File: config.mk
export PLATFORM = sky130hd
export DESIGN_NAME = block_mean_sliding_max_level
export DESIGN_NICKNAME = d
export VERILOG_FILES = /design/src/rtl/bmsml_pkg.sv /design/src/rtl/bmsml_ram.sv /design/src/rtl/bmsml_sub.sv /design/src/rtl/block_mean_sliding_max_level.sv
export VERILOG_INCLUDE_DIRS = /design/src /design/src/rtl
export SDC_FILE = /design/constraint.sdc
export NUM_CORES = 2
export LEC_CHECK = 0
export BUFFER_PORTS_ARGS = -buffer_cell sky130_fd_sc_hd__buf_2
export CAP_MARGIN = 25
export CORE_ASPECT_RATIO = 0.8
export CORE_UTILIZATION = 35
export DETAILED_ROUTE_END_ITERATION = 7
export GPL_TIMING_DRIVEN = 1
export PLACE_DENSITY = 0.46
export SLEW_MARGIN = 15
export SYNTH_ARGS = -nofsm -noshare
export SYNTH_HDL_FRONTEND = slang
export SYNTH_SLANG_ARGS = --single-unit
File: constraint.sdc
create_clock -name clk -period 7.7 [get_ports clk]
set_input_delay 0 -clock clk [delete_from_list [all_inputs] [get_ports clk]]
set_output_delay 0 -clock clk [all_outputs]
set_load 0.1 [all_outputs]
File: src/rtl/block_mean_sliding_max_level_defines.svh
// Assertion macros shared by the level meter RTL.
// Each macro samples on clk and is disabled while arst_n is low.
`ifndef BLOCK_MEAN_SLIDING_MAX_LEVEL_DEFINES_SVH
`define BLOCK_MEAN_SLIDING_MAX_LEVEL_DEFINES_SVH

// Check an invariant at every clock edge outside reset.
`define BMSML_ASSERT(lbl, cond, msg) \
	lbl: assert property (@(posedge clk) disable iff (!arst_n) (cond)) else $error(msg);

// Check that a trigger in one cycle implies a condition in the next.
`define BMSML_ASSERT_NEXT(lbl, trig, cond, msg) \
	lbl: assert property (@(posedge clk) disable iff (!arst_n) (trig) |=> (cond)) \
		else $error(msg);

`endif

File: src/rtl/bmsml_pkg.sv
// Package for the sliding window maximum level meter.
// Holds sizing constants, derived widths and the shared subtractor result type.
`timescale 1ns / 1ps
package bmsml_pkg;

	localparam int WINDOW_DEPTH = 100;
	localparam int MAX_FRAMES   = 4096;

	localparam int SAMPLE_W = 16;
	localparam int SCALE_W  = 16;
	localparam int MEAN_W   = 17;
	localparam int LEVEL_W  = 17;
	localparam int FRAC_W   = 15;
	localparam logic [SCALE_W-1:0] SCALE_RESET = 16'd1000;

	localparam int CNT_W  = $clog2(MAX_FRAMES + 1);
	localparam int SUM_W  = $clog2(64'(MAX_FRAMES) * 64'd65536 + 64'd1);
	localparam int BIT_W  = (SUM_W > 1) ? $clog2(SUM_W) : 1;
	localparam int WIN_AW = (WINDOW_DEPTH > 1) ? $clog2(WINDOW_DEPTH) : 1;
	localparam int FILL_W = $clog2(WINDOW_DEPTH + 1);
	localparam int ALU_W  = (CNT_W + 1 > MEAN_W) ? CNT_W + 1 : MEAN_W;
	localparam int PROD_W = MEAN_W + SCALE_W;

	typedef struct packed {
		logic [ALU_W-1:0] diff;
		logic             borrow;
	} alu_res_t;

endpackage

File: src/rtl/bmsml_ram.sv
// Generic single write port, single read port RAM with registered read data.
// No dependencies; contents are undefined until written.
`timescale 1ns / 1ps
module bmsml_ram #(
	parameter int WIDTH = 17,
	parameter int DEPTH = 100,
	localparam int AW = (DEPTH > 1) ? $clog2(DEPTH) : 1
) (
	input  logic             clk,
	input  logic             we,
	input  logic [AW-1:0]    waddr,
	input  logic [WIDTH-1:0] wdata,
	input  logic [AW-1:0]    raddr,
	output logic [WIDTH-1:0] rdata
);

	logic [WIDTH-1:0] mem_q [DEPTH];

	always_ff @(posedge clk) begin
		if (we) begin
			mem_q[waddr] <= wdata;
		end
		rdata <= mem_q[raddr];
	end

endmodule

File: src/rtl/bmsml_sub.sv
// Shared subtract and compare unit: a minus b with borrow out.
// Depends on bmsml_pkg for the operand width and result type.
`timescale 1ns / 1ps
module bmsml_sub import bmsml_pkg::*; (
	input  logic [ALU_W-1:0] a,
	input  logic [ALU_W-1:0] b,
	output alu_res_t         res
);

	logic [ALU_W:0] full;

	assign full       = {1'b0, a} - {1'b0, b};
	assign res.diff   = full[ALU_W-1:0];
	assign res.borrow = full[ALU_W];

endmodule

File: src/rtl/block_mean_sliding_max_level.sv
// Top level of the sliding window maximum level meter: sequencer and datapath.
// Depends on bmsml_pkg, bmsml_sub, bmsml_ram and the assertion macro header.
`timescale 1ns / 1ps
`include "block_mean_sliding_max_level_defines.svh"

// Channel   Handshake              Payload
// in        in_valid / in_ready    left_sample, right_sample, last_frame
// out       out_valid / out_ready  level_out
// cfg       cfg_valid / cfg_ready  cfg_data (full scale factor)
//
// A frame that does not close a buffer leaves in_ready high.
// A closing frame runs the divide over SUM_W quotient bits, a window write, a scan of
// each filled window entry, a drain and a multiply, with in_ready low throughout.
// The restoring divide and the window scan share one subtractor.
// arst_n clears counters, sums, window fill, write slot and scale (to 1000).
// A result held by a stalled out_ready holds the next closing frame, and the input with it.
module block_mean_sliding_max_level import bmsml_pkg::*; (
	input  logic                       clk,
	input  logic                       arst_n,
	input  logic                       in_valid,
	output logic                       in_ready,
	input  logic signed [SAMPLE_W-1:0] left_sample,
	input  logic signed [SAMPLE_W-1:0] right_sample,
	input  logic                       last_frame,
	output logic                       out_valid,
	input  logic                       out_ready,
	output logic [LEVEL_W-1:0]         level_out,
	input  logic                       cfg_valid,
	output logic                       cfg_ready,
	input  logic [SCALE_W-1:0]         cfg_data
);

	localparam logic [2:0] ST_IDLE  = 3'd0;
	localparam logic [2:0] ST_DIV   = 3'd1;
	localparam logic [2:0] ST_WR    = 3'd2;
	localparam logic [2:0] ST_SCAN  = 3'd3;
	localparam logic [2:0] ST_DRAIN = 3'd4;
	localparam logic [2:0] ST_MUL   = 3'd5;

	// Magnitude of a Q1.15 sample; the most negative code maps to 32768.
	function automatic logic [SAMPLE_W:0] mag16(input logic [SAMPLE_W-1:0] v);
		logic [SAMPLE_W:0] ext;
		ext = {1'b0, v};
		mag16 = v[SAMPLE_W-1] ? ((SAMPLE_W+1)'(1) << SAMPLE_W) - ext : ext;
	endfunction

	logic [2:0]         state_q;
	logic [SCALE_W-1:0] scale_q;
	logic [SUM_W-1:0]   sum_q;
	logic [CNT_W-1:0]   cnt_q;
	logic [SUM_W-1:0]   dvd_q;     // dividend, quotient shifts in at the bottom
	logic [CNT_W-1:0]   divisor_q;
	logic [CNT_W-1:0]   rem_q;
	logic [BIT_W-1:0]   bit_q;
	logic [WIN_AW-1:0]  slot_q;
	logic [FILL_W-1:0]  fill_q;
	logic [WIN_AW-1:0]  idx_q;
	logic               rd_vld_s1;
	logic [MEAN_W-1:0]  best_q;
	logic               out_valid_q;
	logic [LEVEL_W-1:0] level_q;

	logic               in_fire;
	logic               room;
	logic [SUM_W-1:0]   sum_next;
	logic [CNT_W-1:0]   cnt_next;
	logic [CNT_W:0]     rem_shift;
	logic [ALU_W-1:0]   alu_a;
	logic [ALU_W-1:0]   alu_b;
	alu_res_t           alu_res;
	logic [MEAN_W-1:0]  mean;
	logic [MEAN_W-1:0]  win_rdata;
	logic               ram_we;
	logic               scan_last;
	logic               out_load;
	logic [PROD_W-1:0]  prod;

	assign in_ready  = (state_q == ST_IDLE);
	assign in_fire   = in_valid & in_ready;
	assign cfg_ready = 1'b1;
	assign out_valid = out_valid_q;
	assign level_out = level_q;

	// Accumulate only while the frame count has room.
	assign room     = (cnt_q < CNT_W'(MAX_FRAMES));
	assign sum_next = room ? sum_q + SUM_W'(mag16(left_sample)) + SUM_W'(mag16(right_sample))
	                       : sum_q;
	assign cnt_next = room ? cnt_q + CNT_W'(1) : cnt_q;

	// Shared subtractor: divide step while dividing, window compare otherwise.
	assign rem_shift = {rem_q, dvd_q[SUM_W-1]};
	always_comb begin
		if (state_q == ST_DIV) begin
			alu_a = ALU_W'(rem_shift);
			alu_b = ALU_W'(divisor_q);
		end else begin
			alu_a = ALU_W'(best_q);
			alu_b = ALU_W'(win_rdata);
		end
	end

	bmsml_sub u_sub (
		.a   (alu_a),
		.b   (alu_b),
		.res (alu_res)
	);

	assign mean   = dvd_q[MEAN_W-1:0];
	assign ram_we = (state_q == ST_WR);

	bmsml_ram #(
		.WIDTH (MEAN_W),
		.DEPTH (WINDOW_DEPTH)
	) u_window (
		.clk   (clk),
		.we    (ram_we),
		.waddr (slot_q),
		.wdata (mean),
		.raddr (idx_q),
		.rdata (win_rdata)
	);

	assign scan_last = ((FILL_W'(idx_q) + FILL_W'(1)) == fill_q);
	assign out_load  = (state_q == ST_MUL) && (!out_valid_q || out_ready);
	assign prod      = PROD_W'(best_q) * PROD_W'(scale_q);

	always_ff @(posedge clk or negedge arst_n) begin
		if (!arst_n) begin
			state_q     <= ST_IDLE;
			scale_q     <= SCALE_RESET;
			sum_q       <= '0;
			cnt_q       <= '0;
			slot_q      <= '0;
			fill_q      <= '0;
			idx_q       <= '0;
			bit_q       <= '0;
			rd_vld_s1   <= 1'b0;
			out_valid_q <= 1'b0;
		end else begin
			if (cfg_valid && cfg_ready) begin
				scale_q <= cfg_data;
			end
			rd_vld_s1 <= (state_q == ST_SCAN);
			if (out_load) begin
				out_valid_q <= 1'b1;
			end else if (out_ready) begin
				out_valid_q <= 1'b0;
			end
			case (state_q)
				ST_IDLE: begin
					if (in_fire) begin
						if (last_frame) begin
							// Close the buffer: clear the accumulators, start the divide.
							sum_q   <= '0;
							cnt_q   <= '0;
							bit_q   <= BIT_W'(SUM_W - 1);
							state_q <= ST_DIV;
						end else begin
							sum_q <= sum_next;
							cnt_q <= cnt_next;
						end
					end
				end
				ST_DIV: begin
					if (bit_q == '0) begin
						state_q <= ST_WR;
					end else begin
						bit_q <= bit_q - BIT_W'(1);
					end
				end
				ST_WR: begin
					// Advance the write slot and the fill count, restart the scan.
					slot_q <= (slot_q == WIN_AW'(WINDOW_DEPTH - 1)) ? '0 : slot_q + WIN_AW'(1);
					if (fill_q != FILL_W'(WINDOW_DEPTH)) begin
						fill_q <= fill_q + FILL_W'(1);
					end
					idx_q   <= '0;
					state_q <= ST_SCAN;
				end
				ST_SCAN: begin
					if (scan_last) begin
						state_q <= ST_DRAIN;
					end else begin
						idx_q <= idx_q + WIN_AW'(1);
					end
				end
				ST_DRAIN: begin
					state_q <= ST_MUL;
				end
				ST_MUL: begin
					// Hold until the output register is free.
					if (out_load) begin
						state_q <= ST_IDLE;
					end
				end
				default: begin
					state_q <= ST_IDLE;
				end
			endcase
		end
	end

	// Datapath registers without reset.
	always_ff @(posedge clk) begin
		if (in_fire && last_frame) begin
			dvd_q     <= sum_next;
			divisor_q <= cnt_next;
			rem_q     <= '0;
		end else if (state_q == ST_DIV) begin
			// Restoring divide: one quotient bit per cycle.
			if (!alu_res.borrow) begin
				rem_q <= alu_res.diff[CNT_W-1:0];
			end else begin
				rem_q <= rem_shift[CNT_W-1:0];
			end
			dvd_q <= {dvd_q[SUM_W-2:0], ~alu_res.borrow};
		end
		if (state_q == ST_WR) begin
			best_q <= mean;
		end else if (rd_vld_s1 && alu_res.borrow) begin
			best_q <= win_rdata;
		end
		if (out_load) begin
			level_q <= prod[FRAC_W +: LEVEL_W];
		end
	end

	`BMSML_ASSERT(a_cnt_bound, cnt_q <= CNT_W'(MAX_FRAMES), "frame count above limit")
	`BMSML_ASSERT(a_win_bound, (fill_q <= FILL_W'(WINDOW_DEPTH)) && (slot_q < WIN_AW'(WINDOW_DEPTH)), "window pointer out of range")
	`BMSML_ASSERT_NEXT(a_last_div, in_fire && last_frame, state_q == ST_DIV, "closing frame did not start divide")
	`BMSML_ASSERT_NEXT(a_mul_hold, (state_q == ST_MUL) && out_valid_q && !out_ready, (state_q == ST_MUL) && out_valid_q, "result overwrote pending output")

endmodule

; ---- Word-level counts from Yosys, hierarchy flattened
; Memories as Yosys holds them, arrays and structs flattened. A register that Yosys moved wholly into a read port is not among the register bits.
; Index checks and enable logic that the tools add are counted.
; Widths: inputs -> output; s select.
[classes]
n_reduce_logical = 17
n_eq_ne = 15
bitwise_logic = 2
order_cmp = 1
muxes = 30
n_mul = 1
n_addsub = 10
[ops]
columns = op, count
row1 = $mux 29, 4
row2 = $mux 17, 6
row3 = $add 29x17->29, 2
row4 = $mux 13, 3
row5 = $sub 17x16->17 const A, 2
row6 = $mul 17x16->32, 1
row7 = $add 7x1->7 const B, 3
row8 = $pmux 3 s6, 1
row9 = $sub 17x17->18, 1
row10 = $mux 3, 5
row11 = $mux 5, 3
row12 = $mux 7, 2
row13 = $pmux 7 s2, 1
row14 = $add 13x1->13 const B, 1
row15 = $lt 13x13->1 const B, 1
row16 = $pmux 5 s2, 1
row17 = $reduce_bool 2->1, 5
row18 = $ne 2x2->1 const B, 4
row19 = $eq 7x7->1, 1
row20 = $eq 7x7->1 const B, 1
row21 = $ne 7x7->1 const B, 1
row22 = $eq 3x2->1 const B, 2
row23 = $eq 3x3->1 const B, 2
row24 = $ne 2x1->1 const B, 3
row25 = other kinds (13), 20
[totals]
ramBits = 1700
mem_count = 1
inputBits = 54
out_inout_bits = 20
regBits = 178
[mem_list]
columns = name, words, word_bits, rd, rd_clocked_by_memory_dff, write_ports, line
row1 = u_window.mem_q, 100, 17, 1, 1, 1, bmsml_ram.sv:17  ; logic [WIDTH-1:0] mem_q [DEPTH];

; ---- Longest topological paths before layout
[depth]
word_depth = 6
depth_mapped = 23

; ---- Cells and area by module
; A second synthesis with hierarchy kept.
[unflattened]
hier_cells = 4952
hier_area_um2 = 85570.8
[by_module_without_submodules]
columns = module, area_each_um2, cells_per_inst, instances
row1 = bmsml_ram, 65507.8, 2800, 1
row2 = block_mean_sliding_max_level, 19154.6, 2019, 1
row3 = bmsml_sub, 908.4, 133, 1

; ---- Least setup slack after synthesis
; No wires, ideal clock.
[synth_path]
path_kind = reg-to-reg
startpoint = register scale_q[7]
endpoint = register level_q[14], in the netlist level_out[14], data pin
setup_ns = 0.258
arrival_time_ns = 5.880
stages_incl_launch_ff = 21
slack_ns = 1.562
t_required_ns = 7.442
path_cell_list = dfstp_2 clkbuf_1 clkbuf_1 nand2_1 fa_1 inv_1 fa_1 fa_1 fa_1 fa_1 inv_1 fa_1 inv_1 ha_1 a21oi_1 o21ai_0 a221oi_1 o211ai_1 a221o_1 a21oi_1 xnor2_1
[synth_via]
elab_chain_cells = 1
[synth_lines]
columns = element, line
row1 = "start, declared", block_mean_sliding_max_level.sv:48  ; logic [SCALE_W-1:0] scale_q;
row2 = "start signal, assigned", block_mean_sliding_max_level.sv:141  ; scale_q <= cfg_data;
row3 = $mul 17x16->32, block_mean_sliding_max_level.sv:125  ; assign prod = PROD_W'(best_q) * PROD_W'(scale_q);
row4 = net prod[29], block_mean_sliding_max_level.sv:76  ; logic [PROD_W-1:0] prod;
row5 = "end signal, assigned", block_mean_sliding_max_level.sv:224  ; level_q <= prod[FRAC_W +: LEVEL_W];
row6 = "end, declared", block_mean_sliding_max_level.sv:61  ; logic [LEVEL_W-1:0] level_q;
; The timed path passes the listed nets, and every way through them passes these cells.
; A chain may end at the register's enable or synchronous reset.

; ---- Worst setup path in the final report
[layout_path]
startpoint = register best_q[9]
endpoint = register level_q[15], in the netlist level_out[15], data pin
[layout_via]
elab_chain_cells = 1
[layout_lines]
columns = element, line
row1 = "start, declared", block_mean_sliding_max_level.sv:59  ; logic [MEAN_W-1:0] best_q;
row2 = "start signal, assigned", block_mean_sliding_max_level.sv:219  ; best_q <= mean;
row3 = "start signal, assigned", block_mean_sliding_max_level.sv:221  ; best_q <= win_rdata;
row4 = $mul 17x16->32, block_mean_sliding_max_level.sv:125
row5 = net prod[30], block_mean_sliding_max_level.sv:76
; The timed path passes the listed nets, and every way through them passes these cells.

==> results.toml <==
[timing]
tns_ps = 0
grt_setup_unrepaired = "no"
slew_headroom_pct = 34.4
fin_hold_ws_ps = 71.9
finalCriticalPeriod_ps = 6510
slew_violations = 0
fin_crit_sh_pct = 84.6
fmax_mhz = 154
setup_viol = 0
fin_skew_ps = 97.4
finalHoldViolations = 0
worst_pin_slew_ps = 977

[synthesis]
netlist_top_cells_count = "1776 x edfxtp_1, 528 x mux4_2, 443 x nand2_1, 278 x inv_1, 225 x fa_1"
ys.flop_type = "edfxtp_1"
synth_seq_cells = 1895
synthTopCellsByArea = "edfxtp_1 63%, mux4_2 14%, fa_1 5.3%, dfrtp_1 2.5%, ha_1 2.1%"
synth_area_um2 = 84700
synth_top_area_share_pct = 63.0
yosysWarnings = 0
syn_area_per_cell_um2 = 17.8
synth_edf_count = 1776
syn_inst = 4769
synth.distinct_cells = 76
async_flop_share_pct = 4.70
synth_most_common_cell = "edfxtp_1"
synth_top_cell_by_area = "edfxtp_1"
seq_area_frac_synth_pct = 66.3

[route]
via_count = 43301
drc = 0
wl_per_cell_um = 27.3
ant_nets = 0
drt-total-wl_um = 228000
dr.pass1.iters = 5
drtIter0Drc = 3931
viasPerCell = 5.18

[placement]
dp_hpwl_um = 138000
place.port_buffers = 72
postPlaceCellArea_um2 = 89700
gp_congestion = 0.815

[global_route]
grt-busiest-layer = "met1"
grt_antenna_before_repair = 26
grt_usage_pct = 18.8
gr-total-overflow = 0
grt_max_degree = 103
met3_usage_pct = 3.20
grt_pass1_wl_um = 330000
met1_usage_pct = 29.0
grt_util_met2_pct = 27.9
grt_pass1_vias = 44373

[floorplanning]
die_area_um2 = 244000
core_um2 = 241000
io_pins = 74
die_h_um = 442
num_rows = 161
initial_core_util_pct = 35.2
die_w_um = 552

[clock_network]
cts.sinks = 1895
clk_pin_slew_ps = 60
cts_tree = "yes"
cts_inserted_buffers = 200
htreeDepth = 4
worstSkewPairLatency_ps = 880
post-cts-setup-buffers = 0
cts_max_path_buffers = 4
root_buffer = "clkbuf_16"

[setup_path]
worstPathArrival_ps = 7090
reg2reg_from = "best_q[9]"
startpoint_type = "register"
startpoint = "best_q[9]"
worst_setup_path_end_kind = "register"
worstPathMaxFanout = 17
crit_required_ps = 8270
worst-setup-path-type = "register to register"

[job]
drv_cap = 0

[status]
outcome = "complete, no violations"

[worst_hold_path]
hp-start = "out_ready"
hp-class = "input port to register"

[final_layout]
syn2layout_area_growth_pct = 13.9
nNetsFinal = 5435
layout-drive-gt1-share_pct = 22.7
utilization_pct = 40.1
final_area_um2 = 96500
[cell families (layout without fill, tap and decap cells)]
kind of cell | count (synthesis) | count (layout) | share of synthesized area, %
and+or+nand+nor | 902 | 902 | 4.80
buffers and inverters | 519 | 918 | 2.49
DFF | 1895 | 1895 | 66.3
AOI/OAI and AO/OA | 340 | 340 | 2.51
adders and majority gates | 366 | 366 | 7.40
muxes | 631 | 631 | 15.3
xor gates and xnor gates | 114 | 114 | 1.18
other | 2 | 8 | 0.00887
[per-stage QoR]
stage	worst slack (ps)	cells
2_1_floorplan	1560	4770
3_3_place_gp	1150	7928
3_5_place_dp	1140	7929
4_1_cts	1170	8346
5_1_grt	736	8348
6_report	1190	8352
[final cells by class]
class                   count  area (µm²)
repair buffers            283        2250
diodes                      5        12.5
clock inverters           112         895
multi-input cells        2356       26800
flip-flops and latches   1895       56200
fillers                 21810      144000
inverters                 279        1050
well taps                3178        3980
clock buffers             244        5270
[final timing paths]
kind / slack [ps] / cells after the start / end
worst min-delay path: 70 / 4 / out_valid
min in group asynchronous: 350 / 3 / scale_q[5]
worst min register to register: 480 / 2 / rem_q[5]
max in group asynchronous: 6670 / 4 / cnt_q[4]
worst max-delay path: 1190 / 19 / level_out[15]
worst max register to register: 1190 / 19 / level_out[15]
[per-layer routing]
metal / vias to the layer above / part of all wire (%)
met2: 1072 / 44
li1: 18814 / -
met1: 23162 / 48
met5: - / 0.0057
met4: 2 / 1.9
met3: 251 / 5.7
[sequential cells by signal, indices dropped and copies added, names as in the netlist, 3 cells and up]
register and flops:
best_q 17, bit_q 5, cnt_q 13, divisor_q 13, dvd_q 29, fill_q 7, idx_q 7, level_out 17
rem_q 13, scale_q 16, slot_q 7, state_q 3, sum_q 29, u_window.mem_q 1700, u_window.rdata 17
[timing repair]
item | CTS | global route
resized for setup | 0 | 0
hold endpoints to repair | 168 | 0
hold buffers | 61 | 0
[cells in the final DEF, fill, tap and decap left out, types with 27 or more instances in the layout]
cell / count
clkinv_2: 39
xor2_1: 27
dfrtp_1: 76
clkinv_1: 46
buf_4: 140
a21oi_1: 67
ha_1: 141
fa_1: 225
nand2_1: 441
dfxtp_1: 30
nor2_1: 84
o21ai_0: 116
clkbuf_16: 200
buf_2: 71
mux2_2: 29
mux2i_1: 74
and2_1: 143
edfxtp_1: 1776
nand3_1: 33
nor2_2: 52
xnor2_1: 87
dlygate4sd3_1: 60
nor2_4: 35
clkbuf_1: 34
inv_1: 278
mux4_2: 528
[worst max-delay path, stage by stage, from the launching register on]
cell	delay, ps
edfxtp_1	920
nand2_1	180
fa_1	570
inv_1	50
fa_1	550
fa_1	430
fa_1	480
fa_1	500
inv_1	60
fa_1	540
inv_1	60
ha_1	320
and2_1	170
nand3_1	100
nor3_1	220
o221ai_1	180
o211ai_1	270
a31oi_1	240
o31a_1	330
xnor2_1	130
Power is left out: the tool's default activity adds up to more than one toggle a clock period on the data nets, which glitch-free logic cannot reach.
